[src/sv/vro_pkg.sv]
// ----------------------------------------------------------------------------
// vro_pkg
// shared constants, codes and controller/datapath interface types
// ----------------------------------------------------------------------------
package vro_pkg;

  localparam int GRID_SIZE = 32;
  localparam int FRAC_BITS = 8;
  localparam int GRID_W    = $clog2(GRID_SIZE);
  localparam int CELL_CNT  = GRID_SIZE * GRID_SIZE * GRID_SIZE;
  localparam int ADDR_W    = 3 * GRID_W;
  localparam int POS_W     = 13;
  localparam int CELL_W    = 5;
  localparam int CUR_W     = 10;
  localparam int NUM_W     = FRAC_BITS + 17;
  localparam int ITER_W    = $clog2(NUM_W);
  localparam int T_W       = 34;
  localparam int DSQ_W     = 2 * POS_W + 2;
  localparam int OCC_W     = 9;
  localparam int CNT_W     = 8;

  typedef enum logic [1:0] {
    REG_MAX_STEPS,
    REG_PER_BLOCK,
    REG_MIN_DIST_SQ,
    REG_OCC_EN
  } cfg_reg_e;

  typedef enum logic [3:0] {
    ST_CLEAR,
    ST_IDLE,
    ST_SQUARE,
    ST_DECIDE,
    ST_DIVIDE,
    ST_CHECK,
    ST_STEP,
    ST_READ,
    ST_COUNT
  } state_e;

  typedef struct packed {
    logic clear;
    logic wr_cell;
    logic cap;
    logic sq;
    logic div_init;
    logic div_run;
    logic step;
    logic rd;
    logic cnt;
    logic fin_open;
    logic fin_walk;
  } cmd_t;

  typedef struct packed {
    logic clear_last;
    logic sq_last;
    logic open_air;
    logic div_last;
    logic walk_end;
    logic at_end;
  } sts_t;

endpackage

[src/sv/vro_ctrl.sv]
// ----------------------------------------------------------------------------
// vro_ctrl
// sequencer for map clearing, cell writes, the distance check, setup divisions and the voxel walk
// ----------------------------------------------------------------------------
module vro_ctrl import vro_pkg::*; (
  input  logic clk_i,
  input  logic rst_ni,
  input  logic start_i,
  input  logic kind_i,
  input  sts_t sts_i,
  output cmd_t cmd_o,
  output logic busy_o
);

  state_e state_q, state_d;

  always_ff @(posedge clk_i or negedge rst_ni) begin
    if (!rst_ni) begin
      state_q <= ST_CLEAR;
    end else begin
      state_q <= state_d;
    end
  end

  always_comb begin
    state_d = state_q;
    cmd_o   = '0;
    busy_o  = 1'b1;
    case (state_q)
      ST_CLEAR: begin
        cmd_o.clear = 1'b1;
        if (sts_i.clear_last) state_d = ST_IDLE;
      end
      ST_IDLE: begin
        busy_o = 1'b0;
        if (start_i) begin
          if (kind_i) begin
            cmd_o.cap = 1'b1;
            state_d   = ST_SQUARE;
          end else begin
            cmd_o.wr_cell = 1'b1;
          end
        end
      end
      ST_SQUARE: begin
        cmd_o.sq = 1'b1;
        if (sts_i.sq_last) state_d = ST_DECIDE;
      end
      ST_DECIDE: begin
        if (sts_i.open_air) begin
          cmd_o.fin_open = 1'b1;
          state_d        = ST_IDLE;
        end else begin
          cmd_o.div_init = 1'b1;
          state_d        = ST_DIVIDE;
        end
      end
      ST_DIVIDE: begin
        cmd_o.div_run = 1'b1;
        if (sts_i.div_last) state_d = ST_CHECK;
      end
      ST_CHECK: begin
        if (sts_i.walk_end) begin
          cmd_o.fin_walk = 1'b1;
          state_d        = ST_IDLE;
        end else begin
          state_d = ST_STEP;
        end
      end
      ST_STEP: begin
        cmd_o.step = 1'b1;
        state_d    = ST_READ;
      end
      ST_READ: begin
        if (sts_i.at_end) begin
          cmd_o.fin_walk = 1'b1;
          state_d        = ST_IDLE;
        end else begin
          cmd_o.rd = 1'b1;
          state_d  = ST_COUNT;
        end
      end
      ST_COUNT: begin
        cmd_o.cnt = 1'b1;
        state_d   = ST_CHECK;
      end
      default: begin
        state_d = ST_CLEAR;
      end
    endcase
  end

endmodule

[config.mk]
export PLATFORM = sky130hd
export DESIGN_NAME = vro_ctrl
export DESIGN_NICKNAME = d
export VERILOG_FILES = /design/src/sv/vro_pkg.sv /design/src/sv/vro_ctrl.sv
export SDC_FILE = /design/constraint.sdc
export NUM_CORES = 1
export LEC_CHECK = 0
export BUFFER_PORTS_ARGS = -buffer_cell sky130_fd_sc_hd__buf_2
export CORE_AREA = 2 2 39 41
export DETAILED_ROUTE_END_ITERATION = 12
export DIE_AREA = 0 0 41 43
export PLACE_DENSITY = 0.65
export SLEW_MARGIN = 10
export SYNTH_ARGS = -nofsm -noshare
export SYNTH_HDL_FRONTEND = slang
export SYNTH_SLANG_ARGS = --single-unit
[constraint.sdc]
create_clock -name clk_i -period 3.4 [get_ports clk_i]
set_input_delay 0.17 -clock clk_i [delete_from_list [all_inputs] [get_ports clk_i]]
set_output_delay 0.17 -clock clk_i [all_outputs]
set_load 0.02 [all_outputs]
==> flow_summary.yaml, run 1 <==
critical_path:
  critPathLaunchType: "flip-flop"
  rrSetupSlack_ns: 1.78
  crit_fanout: 15
  cp-end-kind: "output port"
  critical_path_class: "reg2out"
  crit_required_ns: 3.23
  arrival_ns: 1.58
  crit_start: "state_q[1]"
  regToRegStartpoint: "state_q[1]"
  cp-endpoint: "cmd_o[9]"
  ff2ff_path_depth: 4
  r2r-end: "state_q[0]"
global_routing:
  grt_pass1_vias: 364
  grt_start_max_net_pins: 16
  grt_pass1_wl_um: 1607
  grt_overflow: 0
  grt_usage_pct: 13.71
  antenna_found_initial: 0
synthesis:
  postSynthCellCount: 49
  ys_types: 27
  yosys.area.top_type_share_pct: 25.40
  syn-num-nets: 59
  ys_seq_area_share_pct: 25.40
  syn_avg_cell_area_um2: 8.043
  synth_area_um2: 394.1
  yosysTopAreaCell: "dfrtp_1"
  yosys_warnings: 0
  synth_area_leaders: "dfrtp_1 (25%), nor3_1 (6.3%), a21oi_1 (5.1%)"
  ys_ff_latch: 4
clocking:
  clock_path_buffers: 2
  h-tree-depth: 1
  tritoncts: "done"
  ctsRootBufferMaster: "clkbuf_4"
  clkSinkCount: 4
  clk_latency_ns: 0.25
  clkTransAtPathRegs_ns: 0.04
  cts_made_buffers: 3
min_path:
  hold-path-cell-count: 2
  hp-class: "in2reg"
sta:
  setup_viol_count_final: 0
  hold_viol: 0
  min_period_ns: 1.747
  worst_pin_slew_ns: 0.4657
  fin_skew_ns: 0.004221
  fmax_mhz: 572.4
  tns_ns: 0
  rsz0062_at_grt: "no"
  finalCritPeriodShare_pct: 51.38
  drv_slew: 0
  whs_ns: 0.1117
  timing.slew.headroom_pct: 68.95
finish:
  largest_register_ffs: 4
  area_delta_synth_final_pct: 31.43
  drive_gt1_share_pct: 41.43
  n_antenna_cell: 0
  fin_area_um2: 518.0
  top_register: "state_q"
  final_util_pct: 37.43
  reg.largest.list: "state_q: 4 flops"
  layout.nets: 82
placed_design:
  place.gp.congestion: 0.7718
  postPlaceCellArea_um2: 485.5
  dp_hpwl_um: 727.5
  numPortBuffers: 21
job:
  drv_cap: 0
die:
  row_count: 14
  initial_core_util_pct: 28.48
  pin_count: 22
  die_x_um: 41
  dieArea_um2: 1763
  die_h_um: 43
  core-area_um2: 1384
routing:
  drc: 0
  avgViaCountPerCell: 5.047
  post_drt_wl_per_cell_um: 11.49
  vias: 434
  dr.pass1.iters: 4
  finalWirelength_um: 988
  drtIter0Drc: 12
  antenna_left: 0
pwr:
  p_per_area_nw_per_um2: 808.3
  power_leakage_nw: 0.2477
  ir_drop_v: 0.0005458
status:
  status: "complete, no violations"
## kinds of logic (layout without fill, tap and decap cells)
logic type / count (synthesis) / in the layout / share of synthesized area [%]
AND/OR/NAND/NOR: 27 / 27 / 40.00
flip-flops: 4 / 4 / 25.40
AO/OA/AOI/OAI: 11 / 11 / 19.69
multiplexers: 2 / 2 / 5.397
buffers and inverters: 5 / 26 / 9.522
## routing by layer
layer  GRT usage [%]  vias up  wire length [um]
met2           15.31       22               389
met4           8.000        0                14
met3           6.283        2               113
met5               0        -                 0
met1           20.52      186               470
li1                -      224                 -
## cells in the final DEF (no fill, tap or decap), types with 3 or more instances in the layout
master,n
nand2_1,4
nor3_1,5
buf_2,21
clkbuf_4,3
dfrtp_1,4
nor2_1,5
nand2b_1,3
a21oi_1,4
nor4_1,3
## critical path, stage by stage, from the launching register on
cell and delay [ns]:
dfrtp_1 0.54, and2b_4 0.33, nand2_1 0.10, nor3b_1 0.18, buf_2 0.19
## Yosys cell counts (all sizes together)
| cell | count |
|---|---|
| and4 | 1 |
| nand2b | 3 |
| nor4 | 3 |
| mux2i | 1 |
| nor3 | 6 |
| a31o | 1 |
| dfrtp | 4 |
| and2 | 1 |
| mux2 | 1 |
| nor2 | 5 |
| dlymetal6s2s | 1 |
| a311o | 1 |
| nand2 | 5 |
| a21oi | 4 |
| a211oi | 1 |
| buf | 3 |
| inv | 1 |
| o32ai | 1 |
| nor3b | 2 |
| and2b | 1 |
| o22ai | 1 |
| o21a | 2 |
## what timing repair did
action	4_1_cts	5_1_grt
endpoints found under the hold margin	4	0
hold buffers	1	0
resized for setup	0	0
buffers inserted	0	0
setup endpoints to repair	0	0
## how the worst min path moves through the flow
stage / slack, ns / start / endpoint
finish: 0.11 / sts_i[0] / state_q[3]
global route: 0.12 / sts_i[0] / state_q[3]
CTS: 0.11 / sts_i[0] / state_q[3]
detailed placement: -0.02 / rst_ni / state_q[1]
global placement: -0.02 / rst_ni / state_q[1]
floorplan: -0.13 / rst_ni / state_q[0]
## metrics by stage
| step | cells | power (mW) | setup slack, ns |
|---|---|---|---|
| floorplan | 49 | 0.3077 | 1.787 |
| global placement | 82 | 0.3521 | 1.808 |
| detailed placement | 82 | 0.3561 | 1.785 |
| CTS | 86 | 0.4224 | 1.655 |
| global route | 86 | 0.4570 | 1.514 |
| finish | 86 | 0.4187 | 1.653 |
## power breakdown
part	switching (mW)	leakage, nW	internal [mW]	total [mW]
sequential	0.0573	0.0515	0.0648	0.122
combinational	0.127	0.182	0.106	0.233
clock	0.0237	0.0138	0.0398	0.0635
total	0.208	0.248	0.211	0.419
## final cells by class
class	instances	area (um2)
Fill cell	149	865.8
Sequential cell	4	100.1
Timing Repair Buffer	22	115.1
Multi-Input combinational cell	40	256.5
Clock buffer	3	22.52
Tap cell	16	20.02
Inverter	1	3.754
(Power assumes the default switching activity.)
==> run 2: changes to the inputs <==
Clock period 3.4 ns to 1.7 ns, I/O delays scaled along.
==> run 2 against run 1 <==
  * Non-clock buffer count grew 2
  * Worst setup slack lost 1.5 ns
  * Die area is the same
==> flow_summary.yaml, run 2 (synthesized netlist as in run 1, its figures left out) <==
global_routing:
  grt_pass1_vias: 377
  antenna_found_initial: 0
  grt_usage_pct: 13.10
  grt_start_max_net_pins: 14
  grt_overflow: 0
  grt_pass1_wl_um: 1552
critical_path:
  max_stage_delay_ns: 0.58
  cp_cell_sequence: "nand2b_1 -> buf_4 -> nor3_1 -> buf_2"
  ff2ff_path_depth: 4
  arrival_ns: 1.48
  cp-end-kind: "output port"
  critical_path_class: "reg2out"
  cp_top_family: "flip-flops"
  r2r-end: "state_q[0]"
  crit_required_ns: 1.62
  crit_fanout: 13
  cp_num_buf_inv: 2
  critPathLaunchType: "flip-flop"
  regToRegStartpoint: "state_q[2]"
  crit_slowest_cell: "dfrtp_1"
  rrSetupSlack_ns: 0.15
finish:
  layout.nets: 84
  fin_area_um2: 533.0
  final_common_cell: "buf_2"
  largest_register_ffs: 4
  fillers: 150
  top_register: "state_q"
  final_cell_mix: "buf_2 (21), nor3_1 (5), nor2_1 (5)"
  drive_gt1_share_pct: 43.06
  n_antenna_cell: 0
  area_delta_synth_final_pct: 35.24
  reg.largest.list: "state_q: 4 flops"
clocking:
  cts_made_buffers: 3
  ctsRootBufferMaster: "clkbuf_4"
  clock_path_buffers: 2
  clkSinkCount: 4
  holdBufCountCts: 1
  ctsResizeCount: 0
  tritoncts: "done"
  clk_latency_ns: 0.24
  clkTransAtPathRegs_ns: 0.04
  h-tree-depth: 1
  postCtsSetupBuffers: 0
routing:
  vias: 442
  finalWirelength_um: 1025
  dr.pass1.iters: 3
  drc: 0
  avgViaCountPerCell: 5.023
  post_drt_wl_per_cell_um: 11.65
  antenna_left: 0
  drtIter0Drc: 15
pwr:
  p_sw_mw: 0.4221
  p_comb_share_pct: 59.7
  p_per_area_nw_per_um2: 1626
  swShare_pct: 48.70
  power_leakage_nw: 0.2573
  clkPwrFrac_pct: 13.9
  ir_drop_v: 0.0008738
  seq_power_share_pct: 26.4
  p_int_mw: 0.4446
die:
  pin_count: 22
  dieArea_um2: 1763
  die_x_um: 41
  core-area_um2: 1384
  initial_core_util_pct: 28.48
  row_count: 14
  die_h_um: 43
sta:
  timing.slew.headroom_pct: 73.21
  hold_viol: 0
  setup_viol_count_final: 0
  drv_slew: 0
  tns_ns: 0
  rsz0062_at_grt: "no"
  finalCritPeriodShare_pct: 92.08
  min_period_ns: 1.565
  fmax_mhz: 638.8
  worst_pin_slew_ns: 0.4018
  fin_skew_ns: 0.005111
placed_design:
  place.gp.congestion: 0.7483
  postPlaceCellArea_um2: 500.5
  dp_hpwl_um: 767.7
  numPortBuffers: 21
status:
  status: "complete, no violations"
min_path:
  min_to: "state_q[3]"
  hold_path_startpoint: "sts_i[0]"
  hp-class: "in2reg"
  hold-path-cell-count: 2
job:
  drv_cap: 0
## run 2: changes by cell type in the layout (fill, tap and decap cells not counted)
| cell | change |
|---|---|
| buf_4 | +2 |
## run 2: worst max path at each step
| stage | cells past startpoint | start | end | slack [ns] |
|---|---|---|---|---|
| after floorplan | 4 | state_q[2] | state_q[0] | 0.13 |
| after global placement | 5 | state_q[1] | state_q[0] | 0.24 |
| after detailed placement | 4 | state_q[2] | state_q[0] | 0.20 |
| after CTS | 4 | state_q[2] | cmd_o[3] | 0.15 |
| after global routing | 4 | state_q[2] | cmd_o[9] | 0.02 |
| final | 4 | state_q[2] | cmd_o[3] | 0.13 |
## run 2: power by group through the flow
stage          Clock [mW]  Combinational [mW]  Sequential (mW)
3_5_place_dp            0               0.515            0.226
3_3_place_gp            0               0.508            0.228
5_1_grt             0.132               0.565            0.235
6_report            0.121               0.518            0.228
4_1_cts             0.125               0.519            0.225
2_1_floorplan           0               0.457            0.159
## run 2: routing by layer
metal	global-route usage [%]	share of wire, %	up-vias	wire length (um)
met2	17.81	44	22	453
met5	0	0	-	0
met1	16.94	46	189	467
met3	3.141	8.8	2	90
met4	10.00	1.3	0	13
li1	-	-	229	-
## run 2: area by class of cell
class,count,area [um2],area share (%)
well taps,16,20.02,3.756
multi-input cells,40,256.5,48.12
repair buffers,24,130.1,24.41
flip-flops and latches,4,100.1,18.78
clock buffers,3,22.52,4.225
inverters,1,3.754,0.7042
## run 2: metrics by stage
| step | utilization (%) | power, mW | instances | setup WS, ns | hold WS (ns) |
|---|---|---|---|---|---|
| after CTS | 38.52 | 0.8693 | 88 | 0.1519 | 0.03773 |
| final | 38.52 | 0.8667 | 88 | 0.1346 | 0.04531 |
| after detailed placement | 36.17 | 0.7411 | 84 | 0.1956 | -0.1057 |
| after global routing | 38.52 | 0.9315 | 88 | 0.01849 | 0.04010 |
| after floorplan | - | 0.6155 | 49 | 0.1313 | -0.2106 |
| after global placement | 36.17 | 0.7353 | 84 | 0.2380 | -0.1053 |
## run 2: worst register-to-register path, stage by stage, from the launching register on
cell     delay, ns
dfrtp_1       0.58
mux2_1        0.37
nor4_1        0.20
a21oi_1       0.07
a31o_1        0.22
==> run 3: changes to the inputs <==
Settings changed: PLACE_DENSITY 0.65 to 0.53, SLEW_MARGIN 10 to default.
==> run 3 against run 2 <==
  * Via count is 1.1% higher
  * Global-route usage grew 1.5 points
  * Register-to-register slack better by 0.03 ns
  * Final cell count increased by 2.3%
==> flow_summary.yaml, run 3 (synthesized netlist as in run 1, its figures left out) <==
status:
  status: "complete, no violations"
placed_design:
  dp_hpwl_um: 820.8
  place.gp.congestion: 0.7098
  postPlaceCellArea_um2: 515.5
  numPortBuffers: 21
job:
  drv_cap: 0
finish:
  layout.nets: 86
  reg.largest.list: "state_q: 4 flops"
  n_antenna_cell: 0
  top_register: "state_q"
  largest_register_ffs: 4
  final_cell_mix: "buf_2 (21), nor3_1 (5), nor2_1 (5)"
  drive_gt1_share_pct: 45.95
  fin_area_um2: 550.5
  final_common_cell: "buf_2"
  area_delta_synth_final_pct: 39.68
critical_path:
  crit_required_ns: 1.62
  cp_top_family: "simple AND/OR/NAND/NOR gates"
  crit_fanout: 6
  arrival_ns: 1.51
  cp_cell_sequence: "buf_4 -> nor2_1 -> nand2_2 -> nor3b_1 -> buf_2"
  critPathLaunchType: "flip-flop"
  crit_slowest_cell: "dfrtp_1"
  max_stage_delay_ns: 0.44
  cp-end-kind: "output port"
  critical_path_class: "reg2out"
  cp_num_buf_inv: 2
sta:
  min_period_ns: 1.594
  whs_ns: 0.04429
  worst_pin_slew_ns: 0.3899
  drv_slew: 0
  fin_skew_ns: 0.001362
  setup_viol_count_final: 0
  hold_viol: 0
  rsz0062_at_grt: "no"
  tns_ns: 0
  timing.slew.headroom_pct: 74.01
  fmax_mhz: 627.5
  finalCritPeriodShare_pct: 93.74
die:
  core-area_um2: 1384
  die_h_um: 43
  row_count: 14
  die_x_um: 41
  initial_core_util_pct: 28.48
  pin_count: 22
  dieArea_um2: 1763
pwr:
  p_int_mw: 0.4619
  seq_power_share_pct: 24.1
  ir_drop_v: 0.0008405
  p_per_area_nw_per_um2: 1606
  p_comb_share_pct: 62.7
  power_leakage_nw: 0.2681
  p_sw_mw: 0.4223
  swShare_pct: 47.76
  clkPwrFrac_pct: 13.2
routing:
  dr.pass1.iters: 4
  vias: 447
  drc: 0
  drtIter0Drc: 12
  post_drt_wl_per_cell_um: 11.64
  antenna_left: 0
  avgViaCountPerCell: 4.967
  finalWirelength_um: 1048
clocking:
  ctsRootBufferMaster: "clkbuf_4"
  clkSinkCount: 4
  clock_path_buffers: 2
  clkTransAtPathRegs_ns: 0.04
  clk_latency_ns: 0.23
  postCtsSetupBuffers: 0
  cts_made_buffers: 3
  tritoncts: "done"
  h-tree-depth: 1
global_routing:
  grt_usage_pct: 14.60
  grt_pass1_vias: 402
  antenna_found_initial: 0
  grt_overflow: 0
  grt_start_max_net_pins: 14
  grt_pass1_wl_um: 1752
min_path:
  hp-class: "in2reg"
[run 3: cell count changes in the layout (fill, tap and decap cells not counted)]
cell and delta:
nand2_1 -1, nand2_2 +1, buf_4 +2
[run 3: timing repair]
action,CTS,global route
endpoints found under the setup margin,0,1
gates resized for setup,0,1
hold buffers,1,0
endpoints found under the hold margin,4,0
[run 3: per-stage QoR]
stage	setup slack (ns)	util [%]	power (mW)	instances
after floorplan	0.1313	-	0.6155	49
after global placement	0.2360	37.25	0.7599	86
final	0.1063	39.78	0.8842	90
after global routing	0.002875	39.78	0.9730	90
after detailed placement	0.1874	37.25	0.7658	86
after CTS	0.08131	39.60	0.8903	90
[run 3: power groups by stage]
stage                     logic (mW)  registers (mW)  clock network (mW)
after floorplan                0.457           0.159                   0
after global placement         0.544           0.215                   0
after detailed placement       0.550           0.215                   0
after CTS                      0.553           0.216               0.121
after global routing           0.614           0.226               0.132
final                          0.554           0.213               0.116
[run 3: final timing paths]
check | start | to | slack (ns) | depth (start not counted)
max in group asynchronous | rst_ni | state_q[2] | 1.40 | 2
hold / removal | sts_i[0] | state_q[3] | 0.04 | 2
setup / recovery | state_q[3] | cmd_o[9] | 0.11 | 5
min in group asynchronous | rst_ni | state_q[1] | 0.18 | 2
hold reg to reg | state_q[3] | state_q[1] | 0.69 | 2
setup reg to reg | state_q[2] | state_q[0] | 0.18 | 4
[run 3: layout make-up]
cell class | count | area [um2]
multi-input cells | 40 | 259.0
well taps | 16 | 20.02
fillers | 145 | 833.3
flip-flops and latches | 4 | 100.1
repair buffers | 26 | 145.1
inverters | 1 | 3.754
clock buffers | 3 | 22.52
[run 3: metal layers]
metal	routed length, um	part of all wire (%)	GRT usage (%)
met5	0	0	0
met4	9	0.86	4.000
met3	78	7.4	6.283
met2	472	45	21.56
met1	487	46	18.83
[run 3: worst reg2reg max path: cells and delay by family, from the launching register on]
family / cells / cell delay, ns
AO/OA/AOI/OAI: 2 / 0.28
flip-flops: 1 / 0.57
multiplexers: 1 / 0.37
AND/OR/NAND/NOR: 1 / 0.19
